===== config.mk =====
export PLATFORM = sky130hd
export DESIGN_NAME = i2c_clock_divider_search_top
export DESIGN_NICKNAME = d
export VERILOG_FILES = /design/src/rtl/i2ccd_pkg.sv /design/src/rtl/i2ccd_div.sv /design/src/rtl/i2ccd_ctrl.sv /design/src/rtl/i2c_clock_divider_search_top.sv
export SDC_FILE = /design/constraint.sdc
export NUM_CORES = 1
export LEC_CHECK = 0
export BUFFER_PORTS_ARGS = -buffer_cell sky130_fd_sc_hd__buf_4
export CORE_MARGIN = 1.5
export CORE_UTILIZATION = 60
export CTS_BUF_LIST = sky130_fd_sc_hd__clkbuf_8
export CTS_CLUSTER_DIAMETER = 50
export CTS_CLUSTER_SIZE = 40
export DETAILED_ROUTE_END_ITERATION = 7
export PLACE_DENSITY = 0.85
export SYNTH_ARGS = -nofsm -noshare
export SYNTH_HDL_FRONTEND = slang
export SYNTH_SLANG_ARGS = --single-unit

===== constraint.sdc =====
create_clock -name clk_i -period 6.1 [get_ports clk_i]
set_input_delay 0.915 -clock clk_i [delete_from_list [all_inputs] [get_ports clk_i]]
set_output_delay 0.915 -clock clk_i [all_outputs]
set_load 0.03 [all_outputs]

===== src/rtl/i2ccd_pkg.sv =====
// types and constants for the i2c clock divider search
// no dependencies
package i2ccd_pkg;

  localparam int RateW  = 23;  // requested bit rate
  localparam int ClkW   = 32;  // source clock in hz
  localparam int ProdW  = 28;  // rate * count * 2, at most 18 * (2^23 - 1)
  localparam int QuotW  = 16;  // divider bits below the clamp
  localparam int CodeW  = 16;
  localparam int SclW   = 3;
  localparam int CntW   = 4;

  localparam logic [ClkW-1:0] ClkHzReset = 32'd12000000;
  localparam logic [CntW-1:0] SclFirst   = 4'd9;
  localparam logic [CntW-1:0] SclLast    = 4'd2;

  typedef enum logic [1:0] {
    DIV_IDLE,
    DIV_RUN,
    DIV_DONE
  } div_state_e;

  typedef enum logic [1:0] {
    CTL_IDLE,
    CTL_START,
    CTL_WAIT,
    CTL_OUT
  } ctl_state_e;

  typedef struct packed {
    logic             start;
    logic [ClkW-1:0]  num;
    logic [ProdW-1:0] den;
  } div_req_t;

  typedef struct packed {
    logic             done;
    logic             clamp;  // quotient reached the 65536 limit
    logic [QuotW-1:0] quot;
    logic [ClkW-1:0]  err;    // num - den * divider, modulo 2^32
  } div_res_t;

endpackage


===== src/rtl/i2ccd_div.sv =====
// bit-serial restoring divider with clamp at 2^16
// depends on i2ccd_pkg
module i2ccd_div
  import i2ccd_pkg::*;
(
  input  logic     clk_i,
  input  logic     rst_ni,
  input  div_req_t req_i,
  output div_res_t res_o
);

  localparam int StepW = $clog2(QuotW);
  localparam logic [StepW-1:0] StepLast = StepW'(QuotW - 1);

  div_state_e state_q, state_d;

  logic [StepW-1:0] step_q;
  logic [ProdW-1:0] den_q;
  logic [ProdW-1:0] rem_q;
  logic [QuotW-1:0] low_q;  // remaining numerator bits, then quotient bits
  logic             clamp_q;
  logic [ClkW-1:0]  err_q;

  logic             clamp_now;
  logic [ProdW:0]   trial;
  logic [ProdW:0]   diff;
  logic             ge;
  logic [ClkW-1:0]  clamp_err;

  // upper half of the clock at or above den means the quotient is 2^16 or more
  assign clamp_now = {{(ProdW-QuotW){1'b0}}, req_i.num[ClkW-1:QuotW]} >= req_i.den;
  assign clamp_err = req_i.num - {req_i.den[QuotW-1:0], {QuotW{1'b0}}};

  assign trial = {rem_q, low_q[QuotW-1]};
  assign diff  = trial - {1'b0, den_q};
  assign ge    = trial >= {1'b0, den_q};

  always_comb begin
    state_d = state_q;
    case (state_q)
      DIV_IDLE: begin
        if (req_i.start) begin
          state_d = clamp_now ? DIV_DONE : DIV_RUN;
        end
      end
      DIV_RUN: begin
        if (step_q == StepLast) begin
          state_d = DIV_DONE;
        end
      end
      DIV_DONE: state_d = DIV_IDLE;
      default:  state_d = DIV_IDLE;
    endcase
  end

  always_comb begin
    res_o.done  = (state_q == DIV_DONE);
    res_o.clamp = clamp_q;
    res_o.quot  = low_q;
    res_o.err   = clamp_q ? err_q : {{(ClkW-ProdW){1'b0}}, rem_q};
  end

  always_ff @(posedge clk_i or negedge rst_ni) begin
    if (!rst_ni) begin
      state_q <= DIV_IDLE;
      step_q  <= '0;
      clamp_q <= 1'b0;
    end else begin
      state_q <= state_d;
      if (state_q == DIV_IDLE && req_i.start) begin
        step_q  <= '0;
        clamp_q <= clamp_now;
      end else if (state_q == DIV_RUN) begin
        step_q <= step_q + StepW'(1);
      end
    end
  end

  always_ff @(posedge clk_i) begin
    if (state_q == DIV_IDLE && req_i.start) begin
      den_q <= req_i.den;
      // not clamped: upper clock half is below den and fits the remainder
      rem_q <= {{(ProdW-QuotW){1'b0}}, req_i.num[ClkW-1:QuotW]};
      low_q <= req_i.num[QuotW-1:0];
      err_q <= clamp_err;
    end else if (state_q == DIV_RUN) begin
      rem_q <= ge ? diff[ProdW-1:0] : trial[ProdW-1:0];
      low_q <= {low_q[QuotW-2:0], ge};
    end
  end

endmodule


===== src/rtl/i2ccd_ctrl.sv =====
// search sequencer: walks scl counts 9 down to 2, keeps the best candidate
// depends on i2ccd_pkg, drives i2ccd_div through div_req_t / div_res_t
module i2ccd_ctrl
  import i2ccd_pkg::*;
(
  input  logic             clk_i,
  input  logic             rst_ni,
  input  logic [ClkW-1:0]  clk_hz_i,
  input  logic             in_valid_i,
  output logic             in_ready_o,
  input  logic [RateW-1:0] in_rate_i,
  output logic             out_valid_o,
  input  logic             out_ready_i,
  output logic [CodeW-1:0] out_code_o,
  output logic [SclW-1:0]  out_scl_o,
  output div_req_t         div_req_o,
  input  div_res_t         div_res_i
);

  ctl_state_e state_q, state_d;

  logic [RateW:0]   rate2_q;  // rate * 2, step between counts
  logic [ProdW-1:0] prod_q;
  logic [CntW-1:0]  cnt_q;
  logic [CodeW-1:0] best_code_q;
  logic [CntW-1:0]  best_cnt_q;
  logic [ClkW-1:0]  least_err_q;
  logic             out_valid_q;
  logic [CodeW-1:0] out_code_q;
  logic [SclW-1:0]  out_scl_q;

  logic             accept;
  logic             out_load;
  logic             upd;
  logic             stop;
  logic [CodeW-1:0] cand_code;
  logic [ProdW-1:0] prod_first;
  logic [CntW-1:0]  scl_diff;

  // rate * 18 as two shifted terms
  assign prod_first = {{(ProdW-RateW-4){1'b0}}, in_rate_i, 4'b0}
                    + {{(ProdW-RateW-1){1'b0}}, in_rate_i, 1'b0};

  assign cand_code = div_res_i.clamp ? '1 : div_res_i.quot - CodeW'(1);
  // zero best error means nothing chosen yet
  assign upd  = (div_res_i.err < least_err_q) || (least_err_q == '0);
  assign stop = (div_res_i.err == '0) || div_res_i.clamp || (cnt_q == SclLast);
  assign scl_diff = best_cnt_q - SclLast;

  always_comb begin
    state_d = state_q;
    case (state_q)
      CTL_IDLE: begin
        if (in_valid_i) begin
          state_d = CTL_START;
        end
      end
      CTL_START: state_d = CTL_WAIT;
      CTL_WAIT: begin
        if (div_res_i.done) begin
          state_d = stop ? CTL_OUT : CTL_START;
        end
      end
      CTL_OUT: begin
        if (!out_valid_q || out_ready_i) begin
          state_d = CTL_IDLE;
        end
      end
      default: state_d = CTL_IDLE;
    endcase
  end

  always_comb begin
    in_ready_o      = (state_q == CTL_IDLE);
    accept          = in_ready_o && in_valid_i;
    out_load        = (state_q == CTL_OUT) && (!out_valid_q || out_ready_i);
    div_req_o.start = (state_q == CTL_START);
    div_req_o.num   = clk_hz_i;
    div_req_o.den   = prod_q;
    out_valid_o     = out_valid_q;
    out_code_o      = out_code_q;
    out_scl_o       = out_scl_q;
  end

  always_ff @(posedge clk_i or negedge rst_ni) begin
    if (!rst_ni) begin
      state_q     <= CTL_IDLE;
      out_valid_q <= 1'b0;
    end else begin
      state_q <= state_d;
      if (out_load) begin
        out_valid_q <= 1'b1;
      end else if (out_ready_i) begin
        out_valid_q <= 1'b0;
      end
    end
  end

  always_ff @(posedge clk_i) begin
    if (accept) begin
      rate2_q     <= {in_rate_i, 1'b0};
      prod_q      <= prod_first;
      cnt_q       <= SclFirst;
      least_err_q <= '0;
    end else if (state_q == CTL_WAIT && div_res_i.done) begin
      if (upd) begin
        best_code_q <= cand_code;
        best_cnt_q  <= cnt_q;
        least_err_q <= div_res_i.err;
      end
      cnt_q  <= cnt_q - CntW'(1);
      prod_q <= prod_q - {{(ProdW-RateW-1){1'b0}}, rate2_q};
    end
    if (out_load) begin
      out_code_q <= best_code_q;
      out_scl_q  <= scl_diff[SclW-1:0];
    end
  end

endmodule


===== src/rtl/i2c_clock_divider_search_top.sv =====
// channel   dir  tdata bits (low first)                      item
// s_axis    in   [22:0] bit_rate, [23] zero                  one rate request
// m_axis    out  [15:0] divider_code, [18:16] scl_time_code  one result
// cfg       in   cfg_wdata_i = source_clock_hz               register write
//
// one item at a time: each scl count tried runs the bit-serial divider,
// which skips its bit steps when it clamps; up to 8 counts are tried
// between the accept and the hand-off of an item
// reset clears the sequencer and output valid; source clock resets to 12 MHz
// a held result does not stop the search of the next item, only its hand-off
//
// top level: config register, stream packing, sequencer and divider
// depends on i2ccd_pkg, i2ccd_div, i2ccd_ctrl
module i2c_clock_divider_search_top
  import i2ccd_pkg::*;
(
  input  logic        clk_i,
  input  logic        rst_ni,
  input  logic        cfg_we_i,
  input  logic [31:0] cfg_wdata_i,    // source_clock_hz
  input  logic        s_axis_tvalid,
  output logic        s_axis_tready,
  input  logic [23:0] s_axis_tdata,   // [22:0] bit_rate
  output logic        m_axis_tvalid,
  input  logic        m_axis_tready,
  output logic [23:0] m_axis_tdata    // [15:0] divider_code, [18:16] scl_time_code
);

  logic [ClkW-1:0]  clk_hz_q;
  logic [CodeW-1:0] code;
  logic [SclW-1:0]  scl;
  div_req_t         div_req;
  div_res_t         div_res;

  always_ff @(posedge clk_i or negedge rst_ni) begin
    if (!rst_ni) begin
      clk_hz_q <= ClkHzReset;
    end else if (cfg_we_i) begin
      clk_hz_q <= cfg_wdata_i;
    end
  end

  i2ccd_ctrl u_ctrl (
    .clk_i       (clk_i),
    .rst_ni      (rst_ni),
    .clk_hz_i    (clk_hz_q),
    .in_valid_i  (s_axis_tvalid),
    .in_ready_o  (s_axis_tready),
    .in_rate_i   (s_axis_tdata[RateW-1:0]),
    .out_valid_o (m_axis_tvalid),
    .out_ready_i (m_axis_tready),
    .out_code_o  (code),
    .out_scl_o   (scl),
    .div_req_o   (div_req),
    .div_res_i   (div_res)
  );

  i2ccd_div u_div (
    .clk_i  (clk_i),
    .rst_ni (rst_ni),
    .req_i  (div_req),
    .res_o  (div_res)
  );

  assign m_axis_tdata = {{(24-CodeW-SclW){1'b0}}, scl, code};

endmodule


======== Yosys cells after proc, flatten, opt, wreduce, memory -nomap -nowiden ========
Cells that the tools add are included.
word-level totals
  flip-flop bits (word level) ............. 271
  word-level logic and storage cells ...... 84
  bits of input ports ..................... 61
  output and inout bits ................... 26
operators by class
  bitwise gates (word level) .............. 1
  mux-type cells .......................... 21
  order comparisons ....................... 3
  $add $sub $neg .......................... 8
  equality and inequality tests ........... 12
  reduce and logical (&&, ||, !) cells .... 20
operator list
  cell                   number
  $mux 28                3
  $logic_not 32->1       2
  $mux 16                4
  $lt 32x32->1           1
  $mux 32                1
  $sub 32x32->32         1
  $ge 29x28->1           1
  $add 27x24->28         1
  $ge 16x28->1           1
  $sub 28x24->28         1
  $sub 28x28->28         1
  $sub 16x1->16 const B  1
  $mux 2                 7
  $mux 4                 2
  $ne 2x1->1 const B     4
  $pmux 2 s4             1
  $eq 2x2->1 const B     3
  $reduce_and 3->1       2
  $reduce_bool 2->1      3
  $add 4x1->4 const B    1
  $eq 2x1->1 const B     2
  $eq 4x2->1 const B     1
  $eq 4x4->1 const B     1
  $logic_and 1x1->1      4
  10 further kinds       16

======== Depth between registers and ports, before layout ========
Gate-level depths: netlist (run 1).
  word-level depth ........................ 7
  depth in mapped cells ................... 15
  depth with buffers taken out ............ 12

======== Cells and area by module ========
From an unflattened synthesis (run 1), not the netlist that was laid out.
unflattened totals
  cell total of the unflattened synthesis .. 1,597
  area total of the unflattened synthesis .. 16,458.3 µm²
modules (own cells, without submodules)
  module                        cells each  area each (µm²)  sequential area each (µm²)  instances
  i2ccd_ctrl                    862         8,177.8          3,438.3                     1
  i2ccd_div                     661         6,881.6          3,178.0                     1
  i2c_clock_divider_search_top  74          1,398.8          813.3                       1

======== Worst setup path after synthesis (run 1) ========
No wires, ideal clock.
  path kind ............................... register to register
  start ................................... register u_div.clamp_q
  end ..................................... register u_ctrl.best_cnt_q[0] (enable)
  path buffers ............................ 4
  library setup time ...................... 0.337 ns
  cell stages (with the launch flop) ...... 15
  path slack .............................. 2.703 ns
  data required time ...................... 5.763 ns
  arrival ................................. 3.061 ns
  period minus slack after synthesis ...... 3.397 ns
  cell sequence ........................... dfrtp_1 > clkbuf_1 > buf_2 > buf_2 > mux2i_1 > inv_1 > ha_1 > a21o_1 > a21o_1 > a21oi_1 > o21ai_1 > a211oi_1 > o21ai_0 > a21oi_2 > buf_4
RTL lines
  item                    RTL line           text
  start, declared         i2ccd_div.sv:21    logic clamp_q;
  start signal, assigned  i2ccd_div.sv:72    clamp_q <= clamp_now;
  end signal, assigned    i2ccd_ctrl.sv:108  best_cnt_q <= cnt_q;
  end, declared           i2ccd_ctrl.sv:26   logic [CntW-1:0] best_cnt_q;

==> load_flow_metrics.sql, run 1 <==
INSERT INTO impl_metrics (metric_group, metric, value, unit) VALUES
('power', 'pwr_density_cell', '448', 'mW/mm2'),
('yosys', 'ys_top_cells_by_area', 'sky130_fd_sc_hd__edfxtp_1 (33%), sky130_fd_sc_hd__ha_1 (9.3%), sky130_fd_sc_hd__dfxtp_1 (6.0%)', ''),
('finish', 'ratio_of_cells_with_drive_above_1_in_the_final_layout', '14.3', '%'),
('yosys', 'postSynthRegisterBits', '269', ''),
('run_status', 'status', 'finished, final reports clean', ''),
('yosys', 'netlist.area_leader.share', '33.4', '%'),
('power', 'total_leakage_power', '7.27', 'nW'),
('yosys', 'ys_dominant_reg_cell', 'sky130_fd_sc_hd__edfxtp_1', ''),
('yosys', 'yosysWarnings', '0', ''),
('detailed_routing', 'wl', '41800', 'um'),
('setup_path', 'worst_path_largest_cell_delay', '800', 'ps'),
('sta', 'setup_violations', '0', ''),
('die', 'num_rows', '59', ''),
('worst_hold_path', 'hold_path_class', 'in2async', ''),
('detailed_routing', 'viasPerCell', '6.26', ''),
('global_route', 'global_route.usage.total', '29.7', '%'),
('setup_path', 'crit_type', 'reg2reg', ''),
('sta', 'timing.fmax', '230', 'MHz'),
('power', 'net-switching-power', '3.34', 'mW'),
('yosys', 'netlist_top_cells_count', 'sky130_fd_sc_hd__edfxtp_1 (179), sky130_fd_sc_hd__inv_1 (149), sky130_fd_sc_hd__nand2_1 (141)', ''),
('cts', 'clk-insertion-delay-late', '600', 'ps'),
('global_route', 'grt_start_max_net_pins', '57', ''),
('detailed_routing', 'remaining_drc_errors', '0', ''),
('power', 'power.share.clock', '17.1', '%'),
('cts', 'number_of_buffers_created_by_cts', '29', ''),
('power', 'p_int', '4.59', 'mW'),
('finish', 'antenna_cells_inserted', '0', ''),
('global_route', 'grt_first_pass_wirelength', '65200', 'um'),
('cts', 'cts.path.max_buffers', '3', ''),
('yosys', 'yosys.cell_count.top_type', 'sky130_fd_sc_hd__edfxtp_1', ''),
('finish', 'design_area', '0.0177', 'mm2'),
('power', 'comb_power_share', '46.5', '%'),
('sta', 'drv_slew', '0', ''),
('cts', 'clock_tree.htree_level_count', '1', ''),
('global_route', 'global_route.overflow_total', '0', ''),
('setup_path', 'cp_max_stage_cell', 'sky130_fd_sc_hd__dfrtp_2', ''),
('cts', 'clock-sinks', '269', ''),
('yosys', 'async_flop_share', '15.6', '%'),
('cts', 'post_cts_resize_count', '0', ''),
('die', 'core', '0.0262', 'mm2'),
('setup_path', 'worst-endpoint-arrival', '4840', 'ps'),
('yosys', 'postSynthCellCount', '1573', ''),
('yosys', 'synth_top_cell_by_area', 'sky130_fd_sc_hd__edfxtp_1', ''),
('sta', 'grt_setup_unrepaired', 'no', ''),
('detailed_routing', 'avgRoutedWirePerCell', '20.8', 'um'),
('sta', 'final.period_utilization', '71.4', '%'),
('cts', 'postCtsHoldBufs', '0', ''),
('setup_path', 'critical_path_capture_point_type', 'register', ''),
('placement', 'port_buffers', '80', ''),
('die', 'die-height', '167', 'um'),
('finish', 'area_delta_synth_final', '9.87', '%'),
('cts', 'tritoncts', 'done', ''),
('placement', 'dpl_cell_area', '0.0170', 'mm2'),
('sta', 'timing_hold_violations_final', '0', ''),
('sta', 'layout_min_cycle_time', '4350', 'ps'),
('finish', 'final.fill_count', '1919', ''),
('cts', 'post_cts_buffers', '0', ''),
('die', 'die_area', '0.0279', 'mm2'),
('cts', 'cts_root_buf', 'sky130_fd_sc_hd__clkbuf_8', ''),
('power', 'netSwitchingFraction', '42.1', '%'),
('sta', 'timing_worst_slew_pin_value', '1280', 'ps'),
('yosys', 'synth_edf_count', '179', ''),
('detailed_routing', 'antenna_viol_nets_final', '0', ''),
('sta', 'worst_clock_skew', '21.7', 'ps'),
('setup_path', 'cp_data_required_time', '6590', 'ps'),
('placement', 'gpl.final_weighted_congestion', '0.959', ''),
('sta', 'worst_slew_margin_rel', '13.8', '%'),
('setup_path', 'critical_path.cell_chain', 'buf_4 > mux2i_1 > inv_1 > ha_1 > a21o_1 > a21o_1 > a21oi_1 > o21ai_0 > a21oi_1 > o211ai_1 > a21oi_4 > buf_12 > mux2_2', ''),
('die', 'ios', '87', ''),
('power', 'vdd.ir_drop.worst', '0.273', 'mV'),
('finish', 'final_nets', '1832', '');
[worst paths after layout]
check	cells past startpoint	start	to	slack (ps)
hold reg to reg	0	u_ctrl.best_code_q[15]	u_ctrl.out_code_o[15]	430
setup reg to reg	13	u_div.clamp_q	u_ctrl.least_err_q[12]	1750
hold / removal	1	rst_ni	clk_hz_q[19]	330
setup / recovery	13	u_div.clamp_q	u_ctrl.least_err_q[12]	1750
min in group clk_i	0	u_ctrl.best_code_q[15]	u_ctrl.out_code_o[15]	430
max in group asynchronous	1	rst_ni	u_div.clamp_q	5290
[worst max-delay path, delay by kind of cell (launching register included)]
kind	cells	cell delay (ps)
compound gates	7	1400
buf+inv	3	880
flops	1	800
mux	2	800
fa+ha+maj	1	330
[through the flow]
| step | setup WS, ps | total power, mW | hold slack [ps] | utilization, % | std cells |
|---|---|---|---|---|---|
| floorplan | 2700 | 5.48 | 400 | - | 1577 |
| global placement | 1960 | 6.33 | 405 | 65.0 | 1951 |
| detailed placement | 1860 | 6.50 | 405 | 65.0 | 1951 |
| CTS | 1830 | 7.87 | 322 | 67.6 | 2005 |
| global route | 1570 | 8.39 | 356 | 67.6 | 2005 |
| finish | 1750 | 7.93 | 334 | 67.6 | 2005 |
[placed cells by master, fill, tap and decap left out, drive strengths merged, types with 8 or more instances in the layout]
cell type,instances
and3,15
nand2b,23
o31ai,8
o211ai,15
nor3,30
o21ai,77
xnor2,51
mux2i,60
ha,120
dfxtp,48
a31oi,24
nand2,143
nor2b,18
nor2,75
nor4,20
dfstp,10
or2,8
nand3,37
edfxtp,179
nand4,30
mux2,39
a21oi,90
xor2,25
a21o,46
o21bai,12
a211oi,14
buf,93
o21a,9
clkbuf,29
and2,12
inv,164
dfrtp,32
[state kept, by name, indices dropped and copies added (netlist names), 16 cells and up]
| register | count |
|---|---|
| clk_hz_q | 32 |
| u_ctrl.best_code_q | 16 |
| u_ctrl.least_err_q | 32 |
| u_ctrl.out_code_o | 16 |
| u_ctrl.prod_q | 27 |
| u_ctrl.rate2_q | 23 |
| u_div.den_q | 27 |
| u_div.err_q | 32 |
| u_div.low_q | 16 |
| u_div.rem_q | 28 |
[layout make-up]
type                       count  area, um2  area share [%]
clock buffer                  29        399            2.25
multi-input combinational   1104       7930            44.8
timing repair buffer          93        711            4.01
inverter                     150        563            3.18
sequential                   269       7400            41.8
tap                          335        419            2.37
clock inverter                25        282            1.59
[power groups by stage]
stage	clock network (mW)	logic, mW	registers [mW]
2_1_floorplan	0	2.68	2.80
3_3_place_gp	0	3.44	2.90
3_5_place_dp	0	3.58	2.92
4_1_cts	1.38	3.62	2.88
5_1_grt	1.44	4.03	2.93
6_report	1.36	3.69	2.89
[cell families after synthesis]
logic type               count (synthesis)  share of synthesized area (%)
AND/OR/NAND/NOR                        445                           13.9
adder cells (fa/ha/maj)                124                           9.81
other                                    1                         0.0233
XOR/XNOR                                76                           4.13
flip-flops                             269                           45.9
AO/OA/AOI/OAI                          355                           14.7
buffers and inverters                  204                           5.07
multiplexers                            99                           6.45
[per-layer routing]
layer	GRT usage [%]	vias up	part of all wire [%]	wire [um]
li1	-	5857	-	-
met1	37.8	6024	40	16700
met2	50.8	557	48	20200
met3	4.13	117	7.4	3070
met4	13.0	2	4.5	1870
met5	0	-	0.022	9
Power figures use the tool's default switching activity.
==> run 2: changes to the inputs <==
Settings changed: CORE_UTILIZATION 60 to 58, PLACE_DENSITY 0.85 to 0.86.
Clock period 6.1 ns to 3.6 ns, I/O delays scaled along.
==> load_flow_metrics.sql, run 2 (synthesis results as in run 1) <==
INSERT INTO impl_metrics (metric_group, metric, value, unit) VALUES
('global_route', 'number_of_global_route_vias_before_repair', '12500', ''),
('global_route', 'grt_start_max_net_pins', '89', ''),
('placement', 'gpl.final_weighted_congestion', '0.956', ''),
('cts', 'clock_tree.htree_level_count', '1', ''),
('setup_path', 'crit-reg2reg-launch', 'u_div.clamp_q', ''),
('detailed_routing', 'avgRoutedWirePerCell', '20.2', 'um'),
('finish', 'layout.cells.most_common', 'sky130_fd_sc_hd__edfxtp_1', ''),
('finish', 'most-common-layout-cells', 'sky130_fd_sc_hd__edfxtp_1 (179), sky130_fd_sc_hd__inv_1 (149), sky130_fd_sc_hd__nand2_1 (140), sky130_fd_sc_hd__buf_4 (123), sky130_fd_sc_hd__ha_1 (120)', ''),
('power', 'p_int', '7.80', 'mW'),
('placement', 'dp_hpwl', '30900', 'um'),
('flow_run', 'maxCapViolCount', '0', ''),
('cts', 'cts_root_buf', 'sky130_fd_sc_hd__clkbuf_8', ''),
('global_route', 'grt_first_pass_wirelength', '65200', 'um'),
('sta', 'timing.fmax', '295', 'MHz'),
('power', 'net-switching-power', '5.74', 'mW'),
('sta', 'grt_setup_unrepaired', 'no', ''),
('detailed_routing', 'drt_iter0_drc', '1161', ''),
('global_route', 'global_route.usage.total', '29.0', '%'),
('sta', 'worst_slew_margin_rel', '12.4', '%'),
('sta', 'timing_worst_slew_pin_value', '1310', 'ps'),
('detailed_routing', 'wl', '41900', 'um'),
('placement', 'port_buffers', '80', ''),
('sta', 'timing_hold_violations_final', '0', ''),
('die', 'floorplan.initialDensity', '59.5', '%'),
('setup_path', 'path_max_fanout', '10', ''),
('sta', 'setup_violations', '0', ''),
('sta', 'worst_clock_skew', '30.8', 'ps'),
('setup_path', 'ff2ff_path_depth', '13', ''),
('setup_path', 'cp_data_required_time', '4110', 'ps'),
('finish', 'final_nets', '1867', ''),
('finish', 'antenna_cells_inserted', '0', ''),
('sta', 'fin_setup_tns', '0', 'ps'),
('finish', 'final.fill_count', '2029', ''),
('placement', 'post-place-ws', '111', 'ps'),
('power', 'pwr_density_cell', '751', 'mW/mm2'),
('cts', 'number_of_buffers_created_by_cts', '29', ''),
('die', 'die-height', '170', 'um'),
('die', 'num_rows', '60', ''),
('power', 'p_total', '13.5', 'mW'),
('global_route', 'number_of_antenna_violations_at_the_first_check_in_global_routing', '0', ''),
('sta', 'final.period_utilization', '94.0', '%'),
('cts', 'clk_transition_reported_paths', '120', 'ps'),
('die', 'core', '0.0271', 'mm2'),
('finish', 'largestRegisters', 'clk_hz_q: 32 flops, u_ctrl.least_err_q: 32 flops, u_div.err_q: 32 flops', ''),
('detailed_routing', 'remaining_drc_errors', '0', ''),
('cts', 'clk-insertion-delay-late', '610', 'ps'),
('sta', 'layout_setup_ws', '215', 'ps'),
('setup_path', 'terminus_of_the_critical_flop_to_flop_path', 'u_ctrl.least_err_q[11]', ''),
('setup_path', 'worst-endpoint-arrival', '3900', 'ps'),
('power', 'power.share.sequential', '36.3', '%'),
('setup_path', 'critical_path_capture_point_type', 'register', ''),
('global_route', 'global_route.overflow_total', '0', ''),
('power', 'total_leakage_power', '7.44', 'nW'),
('setup_path', 'rrSetupSlack', '210', 'ps'),
('setup_path', 'crit_type', 'reg2reg', ''),
('detailed_routing', 'routed-via-count', '12800', ''),
('cts', 'clock-sinks', '269', ''),
('die', 'die-width', '170', 'um'),
('sta', 'drv_slew', '0', ''),
('worst_hold_path', 'min_from', 's_axis_tdata[11]', ''),
('die', 'ios', '87', ''),
('cts', 'cts.path.max_buffers', '3', ''),
('die', 'die_area', '0.0288', 'mm2'),
('sta', 'layout_min_cycle_time', '3390', 'ps'),
('detailed_routing', 'viasPerCell', '6.14', ''),
('detailed_routing', 'detail_route.first_pass.iterations', '6', ''),
('power', 'comb_power_share', '47.3', '%'),
('finish', 'ratio_of_cells_with_drive_above_1_in_the_final_layout', '16.0', '%'),
('finish', 'area_delta_synth_final', '11.9', '%'),
('cts', 'tritoncts', 'done', ''),
('run_status', 'status', 'finished, final reports clean', ''),
('power', 'netSwitchingFraction', '42.4', '%'),
('detailed_routing', 'antenna_viol_nets_final', '0', ''),
('worst_hold_path', 'hold_path_class', 'in2reg', ''),
('power', 'vdd.ir_drop.worst', '0.405', 'mV'),
('power', 'power.share.clock', '16.4', '%'),
('setup_path', 'critPathCapture', 'u_ctrl.least_err_q[11]', ''),
('setup_path', 'setup_crit_start', 'u_div.clamp_q', ''),
('setup_path', 'worst_setup_path_start_kind', 'register', '');
[run 2: cell count changes in the layout (fill, tap and decap cells not counted), sizes merged]
cell and delta:
bufinv -2, clkinv +2, inv +1, buf +34, dlygate4sd3 +1, clkinvlp -2
[run 2: routing by layer]
metal / up-vias / routed length [um] / GRT usage (%)
met3: 132 / 3380 / 3.45
met4: 0 / 2390 / 15.5
met5: - / 0 / 0
li1: 5931 / - / -
met1: 6053 / 16700 / 38.3
met2: 635 / 19500 / 47.1
[run 2: what timing repair did]
item                                    4_1_cts  5_1_grt
hold buffers                                  1        0
endpoints found under the setup margin        0       42
hold endpoints to repair                     31        0
setup buffers                                 0        4
gates resized for setup                       0        0
[run 2: final cells by class]
cell class | instances | area (um2) | area share [%]
multi-input cells | 1104 | 7930 | 44.0
inverters | 150 | 563 | 3.12
well taps | 372 | 465 | 2.58
flip-flops and latches | 269 | 7400 | 41.1
clock buffers | 29 | 399 | 2.21
repair buffers | 128 | 1010 | 5.62
clock inverters | 24 | 253 | 1.40
[run 2: worst min-delay path by stage]
stage | endpoint | slack (ps) | depth (start not counted)
2_1_floorplan | clk_hz_q[0] | 240 | 0
3_5_place_dp | u_ctrl.out_code_o[14] | 400 | 0
3_3_place_gp | u_ctrl.out_code_o[14] | 400 | 0
5_1_grt | u_ctrl.rate2_q[12] | 110 | 1
6_report | u_ctrl.rate2_q[12] | 150 | 1
4_1_cts | u_ctrl.rate2_q[13] | 120 | 1
[run 2: per-stage QoR]
| step | std cells | hold WS [ps] | instance area, um2 | util, % |
|---|---|---|---|---|
| floorplan | 1577 | 244 | 16100 | - |
| global placement | 2018 | 404 | 17300 | 63.9 |
| detailed placement | 2018 | 405 | 17300 | 63.9 |
| CTS | 2072 | 120 | 18000 | 66.4 |
| global route | 2076 | 113 | 18000 | 66.5 |
| finish | 2076 | 146 | 18000 | 66.5 |
[run 2: critical path: stages (launching register included)]
cell and delay [ps]:
sky130_fd_sc_hd__dfrtp_2 470, sky130_fd_sc_hd__buf_12 140, sky130_fd_sc_hd__buf_4 180, sky130_fd_sc_hd__mux2i_1 380, sky130_fd_sc_hd__inv_1 100, sky130_fd_sc_hd__ha_1 320, sky130_fd_sc_hd__nand4_1 120, sky130_fd_sc_hd__or4_1 510
sky130_fd_sc_hd__nor3_1 170, sky130_fd_sc_hd__o21ai_1 90, sky130_fd_sc_hd__o211ai_1 150, sky130_fd_sc_hd__a21oi_4 180, sky130_fd_sc_hd__buf_4 210, sky130_fd_sc_hd__mux2_2 270
[run 2: power by group through the flow]
| stage | logic, mW | registers (mW) | clock network (mW) |
|---|---|---|---|
| after detailed placement | 6.22 | 4.95 | 0 |
| final | 6.41 | 4.91 | 2.22 |
| after global placement | 6.00 | 4.92 | 0 |
| after floorplan | 4.54 | 4.74 | 0 |
| after CTS | 6.29 | 4.89 | 2.25 |
| after global routing | 7.03 | 4.95 | 2.37 |
==> run 3: changes to the inputs <==
Settings changed: SYNTH_HIERARCHICAL from default to 1.
==> load_flow_metrics.sql, run 3 <==
INSERT INTO impl_metrics (metric_group, metric, value, unit) VALUES
('run_status', 'status', 'finished, final reports clean', ''),
('die', 'die-width', '171', 'um'),
('yosys', 'muxShareOfSynthArea', '6.36', '%'),
('die', 'core', '0.0279', 'mm2'),
('cts', 'cts.path.max_buffers', '3', ''),
('global_route', 'global_route.overflow_total', '0', ''),
('die', 'die_area', '0.0294', 'mm2'),
('setup_path', 'worst_setup_path_start_kind', 'register', ''),
('yosys', 'synth_compound_gate_area_share', '13.7', '%'),
('cts', 'clock-sinks', '270', ''),
('detailed_routing', 'drt_iter0_drc', '868', ''),
('cts', 'tritoncts', 'done', ''),
('yosys', 'postSynthRegisterBits', '270', ''),
('detailed_routing', 'routed-via-count', '11900', ''),
('yosys', 'netlist.area_leader.share', '32.8', '%'),
('yosys', 'ys_top_cells_by_area', 'sky130_fd_sc_hd__edfxtp_1 (33%), sky130_fd_sc_hd__ha_1 (9.3%), sky130_fd_sc_hd__dfxtp_1 (5.8%)', ''),
('global_route', 'grt_first_pass_wirelength', '58100', 'um'),
('finish', 'antenna_cells_inserted', '0', ''),
('placement', 'gpl.final_weighted_congestion', '0.948', ''),
('power', 'power.share.clock', '35.9', '%'),
('yosys', 'avgSynthCellArea', '10.3', 'um2'),
('sta', 'worst_clock_skew', '30.0', 'ps'),
('die', 'ios', '87', ''),
('global_route', 'number_of_antenna_violations_at_the_first_check_in_global_routing', '0', ''),
('yosys', 'postSynthCellCount', '1597', ''),
('finish', 'util_after_layout', '64.1', '%'),
('detailed_routing', 'viasPerCell', '5.80', ''),
('yosys', 'synthDistinctLibCells', '89', ''),
('detailed_routing', 'remaining_drc_errors', '0', ''),
('flow_run', 'maxCapViolCount', '0', ''),
('cts', 'clk_transition_reported_paths', '90', 'ps'),
('yosys', 'adder_cell_area_share_of_the_yosys_netlist', '9.76', '%'),
('power', 'total_leakage_power', '8.07', 'nW'),
('sta', 'timing_worst_slew_pin_value', '1060', 'ps'),
('sta', 'timing_hold_violations_final', '0', ''),
('power', 'comb_power_share', '8.1', '%'),
('power', 'p_int', '4.55', 'mW'),
('worst_hold_path', 'hold_path_class', 'in2reg', ''),
('detailed_routing', 'avgRoutedWirePerCell', '17.6', 'um'),
('sta', 'layout_min_cycle_time', '3500', 'ps'),
('yosys', 'ys_dominant_reg_cell', 'sky130_fd_sc_hd__edfxtp_1', ''),
('yosys', 'async_flop_share', '15.6', '%'),
('power', 'pwr_density_cell', '338', 'mW/mm2'),
('cts', 'number_of_buffers_created_by_cts', '29', ''),
('cts', 'clock_tree.htree_level_count', '1', ''),
('detailed_routing', 'antenna_viol_nets_final', '0', ''),
('sta', 'setup_violations', '0', ''),
('die', 'num_rows', '61', ''),
('yosys', 'synthXorXnorAreaFrac', '4.52', '%'),
('placement', 'dp_hpwl', '26400', 'um'),
('yosys', 'yosys.cell_count.top_type', 'sky130_fd_sc_hd__edfxtp_1', ''),
('sta', 'final.period_utilization', '97.3', '%'),
('global_route', 'grt_start_max_net_pins', '85', ''),
('global_route', 'global_route.usage.total', '24.9', '%'),
('yosys', 'synth.cell_area', '0.0165', 'mm2'),
('yosys', 'synth_top_cell_by_area', 'sky130_fd_sc_hd__edfxtp_1', ''),
('yosys', 'yosysSeqAreaShare', '45.1', '%'),
('cts', 'clk-insertion-delay-late', '590', 'ps'),
('finish', 'layout.cells.most_common', 'sky130_fd_sc_hd__edfxtp_1', ''),
('sta', 'drv_slew', '0', ''),
('sta', 'grt_setup_unrepaired', 'yes', ''),
('yosys', 'main_combinational_cell_family_by_area_after_synthesis', 'compound AO/OA/AOI/OAI gates', ''),
('setup_path', 'path_max_fanout', '19', ''),
('sta', 'worst_slew_margin_rel', '29.3', '%'),
('finish', 'final_cells', '2049', ''),
('setup_path', 'crit_type', 'reg2reg', ''),
('detailed_routing', 'wl', '36100', 'um'),
('setup_path', 'cp_data_required_time', '3950', 'ps'),
('setup_path', 'worst-endpoint-arrival', '3860', 'ps'),
('finish', 'area_delta_synth_final', '8.46', '%'),
('placement', 'instance_count_after_placement_with_tap_cells_included', '1993', ''),
('yosys', 'simple_gate_area_share_of_the_yosys_netlist', '13.0', '%'),
('detailed_routing', 'detail_route.first_pass.iterations', '6', ''),
('setup_path', 'critical_path_capture_point_type', 'register', ''),
('power', 'net-switching-power', '1.49', 'mW'),
('power', 'power.share.sequential', '56.0', '%'),
('finish', 'most-common-layout-cells', 'sky130_fd_sc_hd__edfxtp_1 (180), sky130_fd_sc_hd__inv_1 (168), sky130_fd_sc_hd__nand2_1 (131), sky130_fd_sc_hd__ha_1 (121), sky130_fd_sc_hd__a21oi_1 (95)', ''),
('finish', 'ratio_of_cells_with_drive_above_1_in_the_final_layout', '15.3', '%'),
('cts', 'cts_root_buf', 'sky130_fd_sc_hd__clkbuf_8', ''),
('power', 'netSwitchingFraction', '24.6', '%'),
('sta', 'timing.fmax', '285', 'MHz'),
('die', 'die-height', '171', 'um'),
('finish', 'largestRegisters', 'clk_hz_q: 32 flops, u_ctrl/least_err_q: 32 flops, u_div/err_q: 32 flops', ''),
('yosys', 'synth_edf_count', '180', ''),
('placement', 'port_buffers', '80', ''),
('die', 'floorplan.initialDensity', '59.1', '%'),
('yosys', 'yosysWarnings', '6', ''),
('global_route', 'number_of_global_route_vias_before_repair', '11800', ''),
('yosys', 'netlist_top_cells_count', 'sky130_fd_sc_hd__edfxtp_1 (180), sky130_fd_sc_hd__inv_1 (165), sky130_fd_sc_hd__nand2_1 (132)', ''),
('power', 'vdd.ir_drop.worst', '0.270', 'mV'),
('finish', 'final_nets', '1835', '');
==> run 3: cell types whose count changed after synthesis, sizes merged, moves of 16 or more <==
cell   previous run  this run
nand4            30        14
buf              22        55
nand3            37        58
mux2i            60        27
o21ai            77       105
mux2             39        59
inv             150       166
==> run 3: cell families after synthesis <==
family	Yosys count
flops	270
mux	86
fa+ha+maj	126
compound gates	347
other cells	2
buf+inv	249
xor+xnor	85
simple gates	432
==> run 3: worst paths after layout <==
| check | cells past startpoint | slack, ps | from | to |
|---|---|---|---|---|
| min | 1 | 150 | s_axis_tdata[3] | u_ctrl/rate2_q[4] |
| min reg2reg | 0 | 420 | u_ctrl/best_code_q[9] | u_ctrl/out_code_o[9] |
| max reg2reg | 10 | 100 | u_div/clamp_q | u_ctrl/best_code_q[0] |
| min in group asynchronous | 2 | 510 | rst_ni | clk_hz_q[0] |
| max | 10 | 100 | u_div/clamp_q | u_ctrl/best_code_q[0] |
| max in group asynchronous | 2 | 2630 | rst_ni | u_div/clamp_q |
==> run 3: final cells by class <==
type / instances / area (um2)
clock buffer: 30 / 413
clock inverter: 24 / 228
multi-input combinational: 1082 / 7880
tap: 378 / 473
inverter: 166 / 627
fill: 2175 / 10000
sequential: 270 / 7430
timing repair buffer: 99 / 803
==> run 3: power by group through the flow <==
stage	combinational, mW	sequential, mW	clock (mW)
2_1_floorplan	0.388	3.42	0
3_3_place_gp	0.464	3.45	0
3_5_place_dp	0.482	3.45	0
4_1_cts	0.486	3.38	2.21
5_1_grt	0.536	3.38	2.33
6_report	0.491	3.38	2.17
==> run 3: repair_timing <==
item | CTS | global route
hold buffers | 1 | 0
gates resized for setup | 4 | 16
pin swaps | 0 | 5
endpoints found under the hold margin | 32 | 0
cloned | 0 | 0
setup buffers | 0 | 1
endpoints found under the setup margin | 51 | 51
==> run 3: stage by stage <==
stage	TNS (ps)	power (mW)	hold WS [ps]	cell area, um2	setup WS, ps
after floorplan	0	3.81	244	16500	22.3
after global placement	0	3.91	401	17100	41.9
after detailed placement	-3100	3.93	405	17100	-135
after CTS	0	6.08	116	17800	1.41
after global routing	-15.8	6.25	112	17900	-4.24
final	0	6.04	150	17900	95.6
==> run 3: layer usage <==
layer	vias to the layer above	track usage [%]	wire [um]
met5	-	0	0
met3	56	3.08	1830
met1	5686	30.4	15300
met2	353	46.3	18300
li1	5783	-	-
met4	0	5.91	744
==> run 3: critical path, stage by stage, from the launching register on <==
cell	delay, ps
sky130_fd_sc_hd__dfrtp_2	460
sky130_fd_sc_hd__mux2_2	390
sky130_fd_sc_hd__ha_1	310
sky130_fd_sc_hd__nand4_1	110
sky130_fd_sc_hd__or3_4	410
sky130_fd_sc_hd__or4_4	550
sky130_fd_sc_hd__a311oi_4	310
sky130_fd_sc_hd__a211oi_2	80
sky130_fd_sc_hd__a41oi_4	290
sky130_fd_sc_hd__clkinvlp_4	170
sky130_fd_sc_hd__buf_12	170
